<file path="src/rtl/core/ipv4_fragment_reassembly_tracker_macros.svh">
// Assertion macros used by the slot engine of the fragment tracker RTL.
`ifndef IPV4_FRAGMENT_REASSEMBLY_TRACKER_MACROS_SVH
`define IPV4_FRAGMENT_REASSEMBLY_TRACKER_MACROS_SVH
`ifndef ASSERT_OFF
`define IPFR_ASSERT_IMP(lbl, clk, rst_n, ante, cons) \
    lbl: assert property (@(posedge clk) disable iff (!rst_n) (ante) |-> (cons)) \
        else $error("implication check failed");
`define IPFR_ASSERT_NXT(lbl, clk, rst_n, ante, cons) \
    lbl: assert property (@(posedge clk) disable iff (!rst_n) (ante) |=> (cons)) \
        else $error("next-cycle check failed");
`else
`define IPFR_ASSERT_IMP(lbl, clk, rst_n, ante, cons)
`define IPFR_ASSERT_NXT(lbl, clk, rst_n, ante, cons)
`endif
`endif

</file>
<file path="src/rtl/core/ipfr_pkg.sv">
// Types, constants and helpers of the IPv4 fragment tracker.
package ipfr_pkg;
    localparam int SLOTS      = 8;
    localparam int SLOT_W     = $clog2(SLOTS);
    localparam int MAX_BLOCKS = 8192;
    localparam int WORDS      = (MAX_BLOCKS + 63) / 64;
    localparam int WORD_W     = $clog2(WORDS);
    localparam int CNT_W      = WORD_W + 1;
    localparam int BLK_W      = $clog2(MAX_BLOCKS) + 1;
    localparam int MEM_AW     = SLOT_W + WORD_W;
    localparam int QDEPTH     = 2;

    localparam logic [2:0] ST_MALF   = 3'd0;
    localparam logic [2:0] ST_UNFRAG = 3'd1;
    localparam logic [2:0] ST_HELD   = 3'd2;
    localparam logic [2:0] ST_REASM  = 3'd3;
    localparam logic [2:0] ST_NOSLOT = 3'd4;

    localparam logic [7:0] PROTO_UDP  = 8'd17;
    localparam logic [7:0] PROTO_TCP  = 8'd6;
    localparam logic [7:0] PROTO_SCTP = 8'h84;

    localparam logic [1:0] CLS_UDP   = 2'd0;
    localparam logic [1:0] CLS_TCP   = 2'd1;
    localparam logic [1:0] CLS_SCTP  = 2'd2;
    localparam logic [1:0] CLS_OTHER = 2'd3;

    localparam logic [5:0]  MIN_HDR   = 6'd20;
    localparam logic [3:0]  IP_VER4   = 4'd4;
    localparam logic [16:0] BUF_BYTES = 17'(MAX_BLOCKS * 8);

    typedef enum logic [1:0] {K_MALF, K_UNFRAG, K_FRAG} t_kind;

    typedef enum logic [1:0] {S_IDLE, S_SCAN, S_RESULT} t_bstate;

    typedef struct packed {
        t_kind             kind;
        logic [15:0]       plen;
        logic [15:0]       woff;
        logic [12:0]       frag_offset;
        logic              more_frags;
        logic [1:0]        upper_class;
        logic [63:0]       addrs;
        logic [23:0]       key2;
        logic [BLK_W-1:0]  blk_end;
    } t_item;

    typedef struct packed {
        logic [2:0]  status;
        logic [2:0]  slot;
        logic [15:0] write_offset;
        logic [15:0] payload_len;
        logic        copy_header;
        logic [15:0] packet_len;
        logic [1:0]  upper_class;
    } t_result;

    function automatic logic [1:0] class_of(input logic [7:0] proto);
        logic [1:0] c;
        case (proto)
            PROTO_UDP:  c = CLS_UDP;
            PROTO_TCP:  c = CLS_TCP;
            PROTO_SCTP: c = CLS_SCTP;
            default:    c = CLS_OTHER;
        endcase
        return c;
    endfunction
endpackage

</file>
<file path="src/rtl/core/ipfr_front.sv">
// Front end: header checks and classification of one packet beat.
module ipfr_front (
    input  logic [15:0]     i_captured_len,
    input  logic [3:0]      i_ip_version,
    input  logic [3:0]      i_header_words,
    input  logic [15:0]     i_total_length,
    input  logic [15:0]     i_ident,
    input  logic            i_more_frags,
    input  logic [12:0]     i_frag_offset,
    input  logic [7:0]      i_protocol,
    input  logic [31:0]     i_src_addr,
    input  logic [31:0]     i_dst_addr,
    output ipfr_pkg::t_item o_item
);
    import ipfr_pkg::*;

    logic [5:0]  hlen;
    logic [15:0] plen;
    logic [15:0] woff;
    logic [16:0] span;
    logic [13:0] blocks;
    logic        bad_hdr;

    always_comb begin
        hlen    = {i_header_words, 2'b00};
        bad_hdr = (i_captured_len < 16'(MIN_HDR)) || (hlen < MIN_HDR) ||
                  (i_ip_version != IP_VER4) || (i_total_length < 16'(hlen));
        plen    = i_total_length - 16'(hlen);
        woff    = {i_frag_offset, 3'b000};
        span    = {1'b0, woff} + {1'b0, plen};
        // round payload up to whole 8-byte blocks
        blocks  = 14'(({1'b0, plen} + 17'd7) >> 3);

        o_item.plen        = plen;
        o_item.woff        = woff;
        o_item.frag_offset = i_frag_offset;
        o_item.more_frags  = i_more_frags;
        o_item.upper_class = class_of(i_protocol);
        o_item.addrs       = {i_src_addr, i_dst_addr};
        o_item.key2        = {i_ident, i_protocol};
        o_item.blk_end     = BLK_W'({1'b0, i_frag_offset} + blocks);

        if (bad_hdr) begin
            o_item.kind = K_MALF;
        end else if (!i_more_frags && i_frag_offset == 13'd0) begin
            o_item.kind = K_UNFRAG;
        end else if (span > BUF_BYTES) begin
            o_item.kind = K_MALF;
        end else begin
            o_item.kind = K_FRAG;
        end
    end
endmodule

</file>
<file path="config.mk">
export PLATFORM = sky130hd
export DESIGN_NAME = ipfr_front
export DESIGN_NICKNAME = d
export VERILOG_FILES = /design/src/rtl/core/ipv4_fragment_reassembly_tracker_macros.svh /design/src/rtl/core/ipfr_pkg.sv /design/src/rtl/core/ipfr_front.sv
export SDC_FILE = /design/constraint.sdc
export NUM_CORES = 1
export LEC_CHECK = 0
export BUFFER_PORTS_ARGS = -buffer_cell sky130_fd_sc_hd__buf_2
export CORE_AREA = 10 10 105 107
export DETAILED_ROUTE_END_ITERATION = 8
export DIE_AREA = 0 0 115 117
export PLACE_DENSITY = 0.8
export SETUP_SLACK_MARGIN = 0.02
export SLEW_MARGIN = 10
export SYNTH_ARGS = -nofsm -noshare
export SYNTH_HDL_FRONTEND = slang
export SYNTH_SLANG_ARGS = --single-unit
</file>
<file path="constraint.sdc">
create_clock -name vclk -period 6.7
set_input_delay 0.335 -clock vclk [all_inputs]
set_output_delay 0.335 -clock vclk [all_outputs]
set_load 0.1 [all_outputs]
</file>
==> flow_summary.toml <==
[run_status]
status = "completed"

[pwr]
peakVddDrop_mv = 0.138
internal_power_uw = 155
p_comb_share_pct = 100.0
pwr-share-seq_pct = 0
p_sw_share_pct = 78.9
power_uw = 734
power_frac_clock_pct = 0
netSwitchingPower_uw = 579
leakage_uw = 0.00135
powerDensity_nw_per_um2 = 266

[die]
die_height_um = 117
start_util_pct = 31.9
fp.dieW_um = 115
row_count = 35
pin_count = 294
die_area_um2 = 13500
coreArea_um2 = 9020

[global_routing]
grt_pass1_wl_um = 13800
first_global_vias = 2812
grt_max_degree = 10
overflow = 0
grt_usage_pct = 12.0
antenna_found_initial = 0

[clock_tree]
ctsResizeCount = 0
postCtsSetupBuffers = 0
cts_hold_buf = 0

[critical_path]
worstPathMaxFanout = 5
worst_ep_arrival_time_ns = 5.33
worst_setup_path_start_kind = "input pin"
endpoint_kind = "output pin"
critPathMaxStageDelay_ns = 0.73
crit_chain = "buf_2 > ha_1 > fa_1 > xor2_1 > or3_4 > a211oi_4 > o21ai_2 > nor3_1 > nor2_1 > ha_1 > a21oi_1 > o21ai_0 > a2111oi_1 > nor3b_1 > a211oi_1 > xor2_1 > buf_2"
cp.depth = 17
worst-setup-path-type = "input pin to output pin"
worstPathRequired_ns = 6.36
critPathTopFamily = "compound AO/OA/AOI/OAI gates"
cpMaxStageDelayCell = "a2111oi_1"
critical_path_buf_inv_count = 2

[drt]
drtPass1Iterations = 4
drt-initial-drc-count = 76
wl_um = 8900
vias_per_cell = 5.20
vias = 2664
drc_errors = 0
routedWlPerCell_um = 17.4
ant_nets = 0

[synthesis]
synth_commonest_cells = "buf_4 (120), ha_1 (30), nor2_1 (23)"
synth_top_cell_by_area = "buf_4"
netlist_instances = 393
syn_avg_cell_area_um2 = 7.32
seq_area_frac_synth_pct = 0
yosys.cell_count.top_type = "buf_4"
synth_area_um2 = 2880
yosys.area.top_type_share_pct = 31.3
synthTopCellsByArea = "buf_4 (31%), ha_1 (13%), xnor2_1 (6.1%), xor2_1 (4.0%), a21oi_1 (3.1%)"
yosysWarnings = 0
synthDistinctLibCells = 59

[placed_design]
port_buffers = 129
place_ws_ns = 1.06
place_congestion = 0.792
dp_hpwl_um = 8010

[sta]
fmax_ghz = 0.176
worst_slack_ns = 1.03
setup_tns_ns = 0
fin_crit_ns = 5.67
drv_slew = 0
rsz0062_at_grt = "false"
finalHoldViolCount = 0
setup_viol = 0
maxSlewHeadroom_pct = 47.8
worst_slew_pin_slew_ns = 0.781
fin_crit_sh_pct = 84.6

[final_layout]
syn2layout_area_growth_pct = -3.96
multi_input_area_um2 = 1910
n_clock_buffer = 0
num-fill-cells = 1000
fin_nets = 578
drive_above_1_share_pct = 34.7
antenna_cells = 0
ff_latch_area_um2 = 0
design.seq.count = 0

[worst_hold_path]
holdPathEnd = "o_item[86]"
hp-start = "i_src_addr[16]"
hold_class = "input pin to output pin"
whs_path_depth = 0

[run]
drv_cap = 0
==> logic make-up (layout without fill, tap and decap cells) <==
family          count (synthesis)  after routing  share of synthesized area [%]
fa+ha+maj                      33             33                           15.1
buf+inv                       142            148                           34.2
simple gates                  102            102                           19.7
other cells                     1              3                          0.130
mux                             2              2                          0.696
compound gates                 79             79                           19.5
xor+xnor                       34             34                           10.6
==> cell usage in the layout, fill, tap and decap left out, drive strengths merged, types with 4 or more instances in the layout <==
| cell type | count |
|---|---|
| o21ai | 10 |
| a211o | 4 |
| buf | 129 |
| a211oi | 5 |
| a21o | 8 |
| a2111oi | 4 |
| nor3b | 4 |
| or2 | 4 |
| o21a | 9 |
| xor2 | 13 |
| nor4 | 14 |
| nand2 | 11 |
| nand3 | 10 |
| inv | 19 |
| nor2 | 23 |
| xnor2 | 21 |
| ha | 30 |
| nor2b | 4 |
| nor3 | 9 |
| or3 | 4 |
| and3 | 5 |
| a21oi | 18 |
==> layout make-up <==
type                            instances  area share [%]
Multi-Input combinational cell        253            69.0
Timing Repair Buffer                  129            23.4
Inverter                               19            2.58
Tap cell                              111            5.03
==> power groups by stage <==
| stage | clock (µW) | combinational, µW | sequential [µW] |
|---|---|---|---|
| floorplan | 0 | 853 | 0 |
| global placement | 0 | 730 | 0 |
| detailed placement | 0 | 738 | 0 |
| CTS | 0 | 739 | 0 |
| global route | 0 | 773 | 0 |
| finish | 0 | 734 | 0 |
==> how the worst max path moves through the flow <==
stage	from	to	slack [ns]
after floorplan	i_header_words[1]	o_item[13]	0.27
after global placement	i_header_words[0]	o_item[13]	1.20
after detailed placement	i_header_words[0]	o_item[13]	1.06
after CTS	i_header_words[0]	o_item[13]	1.05
after global routing	i_header_words[0]	o_item[13]	0.68
final	i_header_words[0]	o_item[13]	1.03
==> through the flow <==
step                      instance area, µm²  instances  utilization (%)  hold slack, ns
after floorplan                         2890        395                -           0.882
after global placement                  2760        512             30.6           0.671
after detailed placement                2760        512             30.6           0.671
after CTS                               2760        512             30.6           0.671
after global routing                    2760        512             30.6           0.670
final                                   2760        512             30.6           0.670
==> routing by layer <==
metal  wire [µm]  global-route usage (%)  part of all wire [%]  vias up
met1        3270                    11.8                    37     1206
li1            -                       -                     -     1299
met3         945                    3.92                    11       34
met4         252                    3.47                   2.8        0
met5           0                       0                     0        -
met2        4430                    23.3                    50      125
Note: power is estimated with default switching activity, not from simulation.
