### config.mk
export PLATFORM = sky130hd
export DESIGN_NAME = ipfr_fifo
export DESIGN_NICKNAME = d
export VERILOG_FILES = /design/src/rtl/core/ipv4_fragment_reassembly_tracker_macros.svh /design/src/rtl/core/ipfr_pkg.sv /design/src/rtl/core/ipfr_fifo.sv
export SDC_FILE = /design/constraint.sdc
export NUM_CORES = 1
export LEC_CHECK = 0
export BUFFER_PORTS_ARGS = -buffer_cell sky130_fd_sc_hd__buf_2
export CORE_AREA = 2 2 189 117
export CTS_CLUSTER_SIZE = 20
export DETAILED_ROUTE_END_ITERATION = 10
export DIE_AREA = 0 0 191 119
export PLACE_DENSITY = 0.92
export SYNTH_ARGS = -nofsm -noshare
export SYNTH_HDL_FRONTEND = slang
export SYNTH_SLANG_ARGS = --single-unit
### constraint.sdc
create_clock -name i_clk -period 21.5 [get_ports i_clk]
set_clock_uncertainty 0.15 [all_clocks]
set_input_delay 3.225 -clock i_clk [delete_from_list [all_inputs] [get_ports i_clk]]
set_output_delay 3.225 -clock i_clk [all_outputs]
set_load 0.01 [all_outputs]
### src/rtl/core/ipv4_fragment_reassembly_tracker_macros.svh
// Assertion macros used by the slot engine of the fragment tracker RTL.
`ifndef IPV4_FRAGMENT_REASSEMBLY_TRACKER_MACROS_SVH
`define IPV4_FRAGMENT_REASSEMBLY_TRACKER_MACROS_SVH
`ifndef ASSERT_OFF
`define IPFR_ASSERT_IMP(lbl, clk, rst_n, ante, cons) \
    lbl: assert property (@(posedge clk) disable iff (!rst_n) (ante) |-> (cons)) \
        else $error("implication check failed");
`define IPFR_ASSERT_NXT(lbl, clk, rst_n, ante, cons) \
    lbl: assert property (@(posedge clk) disable iff (!rst_n) (ante) |=> (cons)) \
        else $error("next-cycle check failed");
`else
`define IPFR_ASSERT_IMP(lbl, clk, rst_n, ante, cons)
`define IPFR_ASSERT_NXT(lbl, clk, rst_n, ante, cons)
`endif
`endif

### src/rtl/core/ipfr_pkg.sv
// Types, constants and helpers of the IPv4 fragment tracker.
package ipfr_pkg;
    localparam int SLOTS      = 8;
    localparam int SLOT_W     = $clog2(SLOTS);
    localparam int MAX_BLOCKS = 8192;
    localparam int WORDS      = (MAX_BLOCKS + 63) / 64;
    localparam int WORD_W     = $clog2(WORDS);
    localparam int CNT_W      = WORD_W + 1;
    localparam int BLK_W      = $clog2(MAX_BLOCKS) + 1;
    localparam int MEM_AW     = SLOT_W + WORD_W;
    localparam int QDEPTH     = 2;

    localparam logic [2:0] ST_MALF   = 3'd0;
    localparam logic [2:0] ST_UNFRAG = 3'd1;
    localparam logic [2:0] ST_HELD   = 3'd2;
    localparam logic [2:0] ST_REASM  = 3'd3;
    localparam logic [2:0] ST_NOSLOT = 3'd4;

    localparam logic [7:0] PROTO_UDP  = 8'd17;
    localparam logic [7:0] PROTO_TCP  = 8'd6;
    localparam logic [7:0] PROTO_SCTP = 8'h84;

    localparam logic [1:0] CLS_UDP   = 2'd0;
    localparam logic [1:0] CLS_TCP   = 2'd1;
    localparam logic [1:0] CLS_SCTP  = 2'd2;
    localparam logic [1:0] CLS_OTHER = 2'd3;

    localparam logic [5:0]  MIN_HDR   = 6'd20;
    localparam logic [3:0]  IP_VER4   = 4'd4;
    localparam logic [16:0] BUF_BYTES = 17'(MAX_BLOCKS * 8);

    typedef enum logic [1:0] {K_MALF, K_UNFRAG, K_FRAG} t_kind;

    typedef enum logic [1:0] {S_IDLE, S_SCAN, S_RESULT} t_bstate;

    typedef struct packed {
        t_kind             kind;
        logic [15:0]       plen;
        logic [15:0]       woff;
        logic [12:0]       frag_offset;
        logic              more_frags;
        logic [1:0]        upper_class;
        logic [63:0]       addrs;
        logic [23:0]       key2;
        logic [BLK_W-1:0]  blk_end;
    } t_item;

    typedef struct packed {
        logic [2:0]  status;
        logic [2:0]  slot;
        logic [15:0] write_offset;
        logic [15:0] payload_len;
        logic        copy_header;
        logic [15:0] packet_len;
        logic [1:0]  upper_class;
    } t_result;

    function automatic logic [1:0] class_of(input logic [7:0] proto);
        logic [1:0] c;
        case (proto)
            PROTO_UDP:  c = CLS_UDP;
            PROTO_TCP:  c = CLS_TCP;
            PROTO_SCTP: c = CLS_SCTP;
            default:    c = CLS_OTHER;
        endcase
        return c;
    endfunction
endpackage

### src/rtl/core/ipfr_fifo.sv
// Short queue between the classifier and the slot engine.
module ipfr_fifo (
    input  logic            i_clk,
    input  logic            i_rst_n,
    input  logic            i_push,
    input  ipfr_pkg::t_item i_item,
    input  logic            i_pop,
    output ipfr_pkg::t_item o_item,
    output logic            o_full,
    output logic            o_empty
);
    import ipfr_pkg::*;

    localparam int PW = $clog2(QDEPTH);

    t_item           r_mem [QDEPTH];
    logic [PW-1:0]   r_wp, r_rp;
    logic [PW:0]     r_cnt;

    assign o_full  = (r_cnt == (PW+1)'(QDEPTH));
    assign o_empty = (r_cnt == '0);
    assign o_item  = r_mem[r_rp];

    always_ff @(posedge i_clk) begin
        if (!i_rst_n) begin
            r_wp  <= '0;
            r_rp  <= '0;
            r_cnt <= '0;
        end else begin
            if (i_push) begin
                r_wp <= (r_wp == PW'(QDEPTH - 1)) ? '0 : r_wp + 1'b1;
            end
            if (i_pop) begin
                r_rp <= (r_rp == PW'(QDEPTH - 1)) ? '0 : r_rp + 1'b1;
            end
            r_cnt <= r_cnt + (PW+1)'(i_push) - (PW+1)'(i_pop);
        end
    end

    always_ff @(posedge i_clk) begin
        if (i_push) begin
            r_mem[r_wp] <= i_item;
        end
    end
endmodule

==> metrics.txt <==
largest net degree at the start of global routing=85; worst setup path category=register to primary output; sequential fraction of the synthesis area=80.2%; antenna violations before repair=6; Warnings, synthesis=0; WP data required=18.12 ns; Die Area=22700 um^2; average wire per standard cell=20.6 um; clk slew on worst S/H paths=0.06 ns; final WL=23300 um; Final nets=978; crit path max fanout=60; Vias/cell=5.10; reg-to-reg startpoint=r_wp; first-pass GRT wire length=33800 um; worst path cell trace=buf_4 > mux2_2 > buf_2; synth unique cells=14; ratio of cells with drive above 1 in the final layout=60.2%; worst rel slew slack=25.8%; Post-Synth Adder-Cell Area=0.217%; # clock sinks=309; Worst Setup Slack, final=15.23 ns; Pwr Density=93.3 nW/um^2; DRC viols=0; fmax=160 MHz; remaining global-route overflow=0; # IOs=310; Slew Limit Fails=0; 1st-pass router iterations=4; Net Count, Synth=652; LEAKAGE=5.49 nW; final setup violation count=0; Worst Path Buf+Inv=2; Clock Latency Late Sink=0.52 ns; Die W=191 um; Simple-Gate Fraction of Synth Area=0.467%; multiplexer share of the synthesized area=17.5%; Post-Synth XOR/XNOR Area=0.272%; Final min period=6.27 ns; RR Endpoint=r_mem[0][146]; mean post-synth cell area=23.3 um^2; Mapped Area=11500 um^2; Worst setup SP type=register; flops & latches, synth=309; htree depth=1; Crit path max-delay family=buffers and inverters; area grow syn2layout=23.2%; Initial Utilization=54.1%; hold path cells=2; hold buffer count at cts=0; Final ANT Viol Nets=0; area occupied by multi-input gates=2140 um^2; complex-gate fraction of the synthesized area=0.0652%; Worst-Margin Slew=1.11 ns; Iter 0 DRT Violations=260; worst slack, placed=15.28 ns; die extent in y=119 um; slowest stage cell on the critical path=buf_4; clk root buf=clkbuf_16; CTS Buffer Depth=3; register-to-register setup slack=18.36 ns; status=finished clean; Max-Cap Viols=0; CTS tree=built; Worst VDD drop=94.1 uV; Reg area=9230 um^2; post_cts resized=0; worst path arrival time=2.89 ns; crit share post-route=29.2%; reg2reg path depth=3; Worst Setup End Kind=primary output; unrepaired setup endpoints after global routing=no; number of global-route vias before repair=6018; setup TNS=0 ns; CP max stage delay=0.89 ns; HP Start=r_rp; Hold Crit Class=register to register; vias=5759; Global Route Usage Sum=19.9%; Hold Violations, Final=0; largest family of logic cells by synthesized area=multiplexers; row cnt=42; Layout fillers=1382; post-detail-place hpwl=15400 um; GPL Wtd Cong=0.767; Core ar.=21300 um^2; PortBufs=309; cell count after synthesis=494; Num CTS Buffers=27; setup bufs post-CTS=0
synth_stat cells (all sizes together):
| master | instances | area, um^2 |
|---|---|---|
| mux2 | 152 | 2010 |
| o21a | 1 | 7.51 |
| dfxtp | 5 | 100 |
| and2 | 4 | 25.0 |
| edfxtp | 304 | 9130 |
| xnor3 | 1 | 22.5 |
| inv | 2 | 7.51 |
| ha | 2 | 25.0 |
| buf | 17 | 148 |
| nor2 | 1 | 3.75 |
| nor2b | 4 | 25.0 |
| xor2 | 1 | 8.76 |
layout by cell type (no fill, tap or decap):
cell / Yosys / routed
xnor3_1: 1 / 1
mux2_4: 80 / 80
nor2b_1: 4 / 3
nor2_1: 1 / 1
clkbuf_1: 0 / 10
dfxtp_1: 5 / 4
and2_1: 4 / 3
edfxtp_1: 304 / 304
clkinv_1: 0 / 3
inv_1: 2 / 2
diode_2: 0 / 2
clkbuf_16: 0 / 27
mux2_2: 72 / 72
clkinv_2: 0 / 4
buf_2: 7 / 309
clkinv_4: 0 / 1
buf_4: 0 / 5
dfxtp_4: 0 / 1
bufinv_16: 0 / 3
xor2_1: 1 / 1
ha_1: 2 / 2
inv_6: 0 / 1
nor2b_4: 0 / 1
clkinvlp_4: 0 / 1
and2_4: 0 / 1
o21a_1: 1 / 1
kinds of logic (layout without fill, tap and decap cells):
| family | count (synthesis) | in the layout |
|---|---|---|
| buffers and inverters | 19 | 366 |
| multiplexers | 152 | 152 |
| other | 0 | 2 |
| AO/OA/AOI/OAI | 1 | 1 |
| adder cells (fa/ha/maj) | 2 | 2 |
| XOR/XNOR | 2 | 2 |
| AND/OR/NAND/NOR | 9 | 9 |
| flip-flops | 309 | 309 |
sequential cells by signal (all words and copies together), names as in the netlist, named ones only:
signal,count
r_cnt,2
r_rp,1
r_mem,304
r_wp,1
per-stage QoR:
| stage | area (um^2) | cells | util, % | total power [W] | hold WS (ns) |
|---|---|---|---|---|---|
| 2_1_floorplan | 11500 | 494 | - | 0.000812 | 0.405 |
| 3_3_place_gp | 13300 | 1077 | 62.6 | 0.000861 | 0.404 |
| 3_5_place_dp | 13300 | 1077 | 62.6 | 0.000868 | 0.458 |
| 4_1_cts | 14200 | 1127 | 66.6 | 0.00134 | 0.482 |
| 5_1_grt | 14200 | 1128 | 66.6 | 0.00137 | 0.507 |
| 6_report | 14200 | 1129 | 66.7 | 0.00132 | 0.483 |
area by class of cell:
cell class / instances / share of cell area, %
Clock buffer: 37 / 5.03
Inverter: 2 / 0.0529
Sequential cell: 309 / 65.1
Multi-Input combinational cell: 166 / 15.1
Tap cell: 286 / 2.52
Clock inverter: 13 / 1.03
Timing Repair Buffer: 314 / 11.2
Antenna cell: 2 / 0.0353
worst min-delay path, cell delays in order, from the launching register on:
cell     delay, ns
dfxtp_1       0.33
xor2_1        0.10
and2_1        0.16
worst max path at each step:
stage | start | cells past startpoint | endpoint | slack [ns]
after floorplan | i_push | 1 | r_mem[0][0] | 10.84
after detailed placement | i_push | 4 | r_mem[0][6] | 15.28
after global placement | i_push | 4 | r_mem[0][76] | 15.32
after global routing | register | 3 | o_item[9] | 15.07
after CTS | register | 3 | o_item[141] | 15.17
final | register | 3 | o_item[141] | 15.23
metal layers:
layer	share of wire [%]	global-route usage, %	vias up
met5	0.15	0	-
met4	2.2	4.60	6
li1	-	-	2619
met1	39	23.9	2836
met2	49	34.2	252
met3	10	7.34	46
power breakdown:
group | internal (W) | switching [W]
clock network | 0.000269 | 0.000200
registers | 0.000697 | 0.0000131
logic | 0.0000730 | 0.0000717
total | 0.00104 | 0.000285
Power figures use the tool's default switching activity.
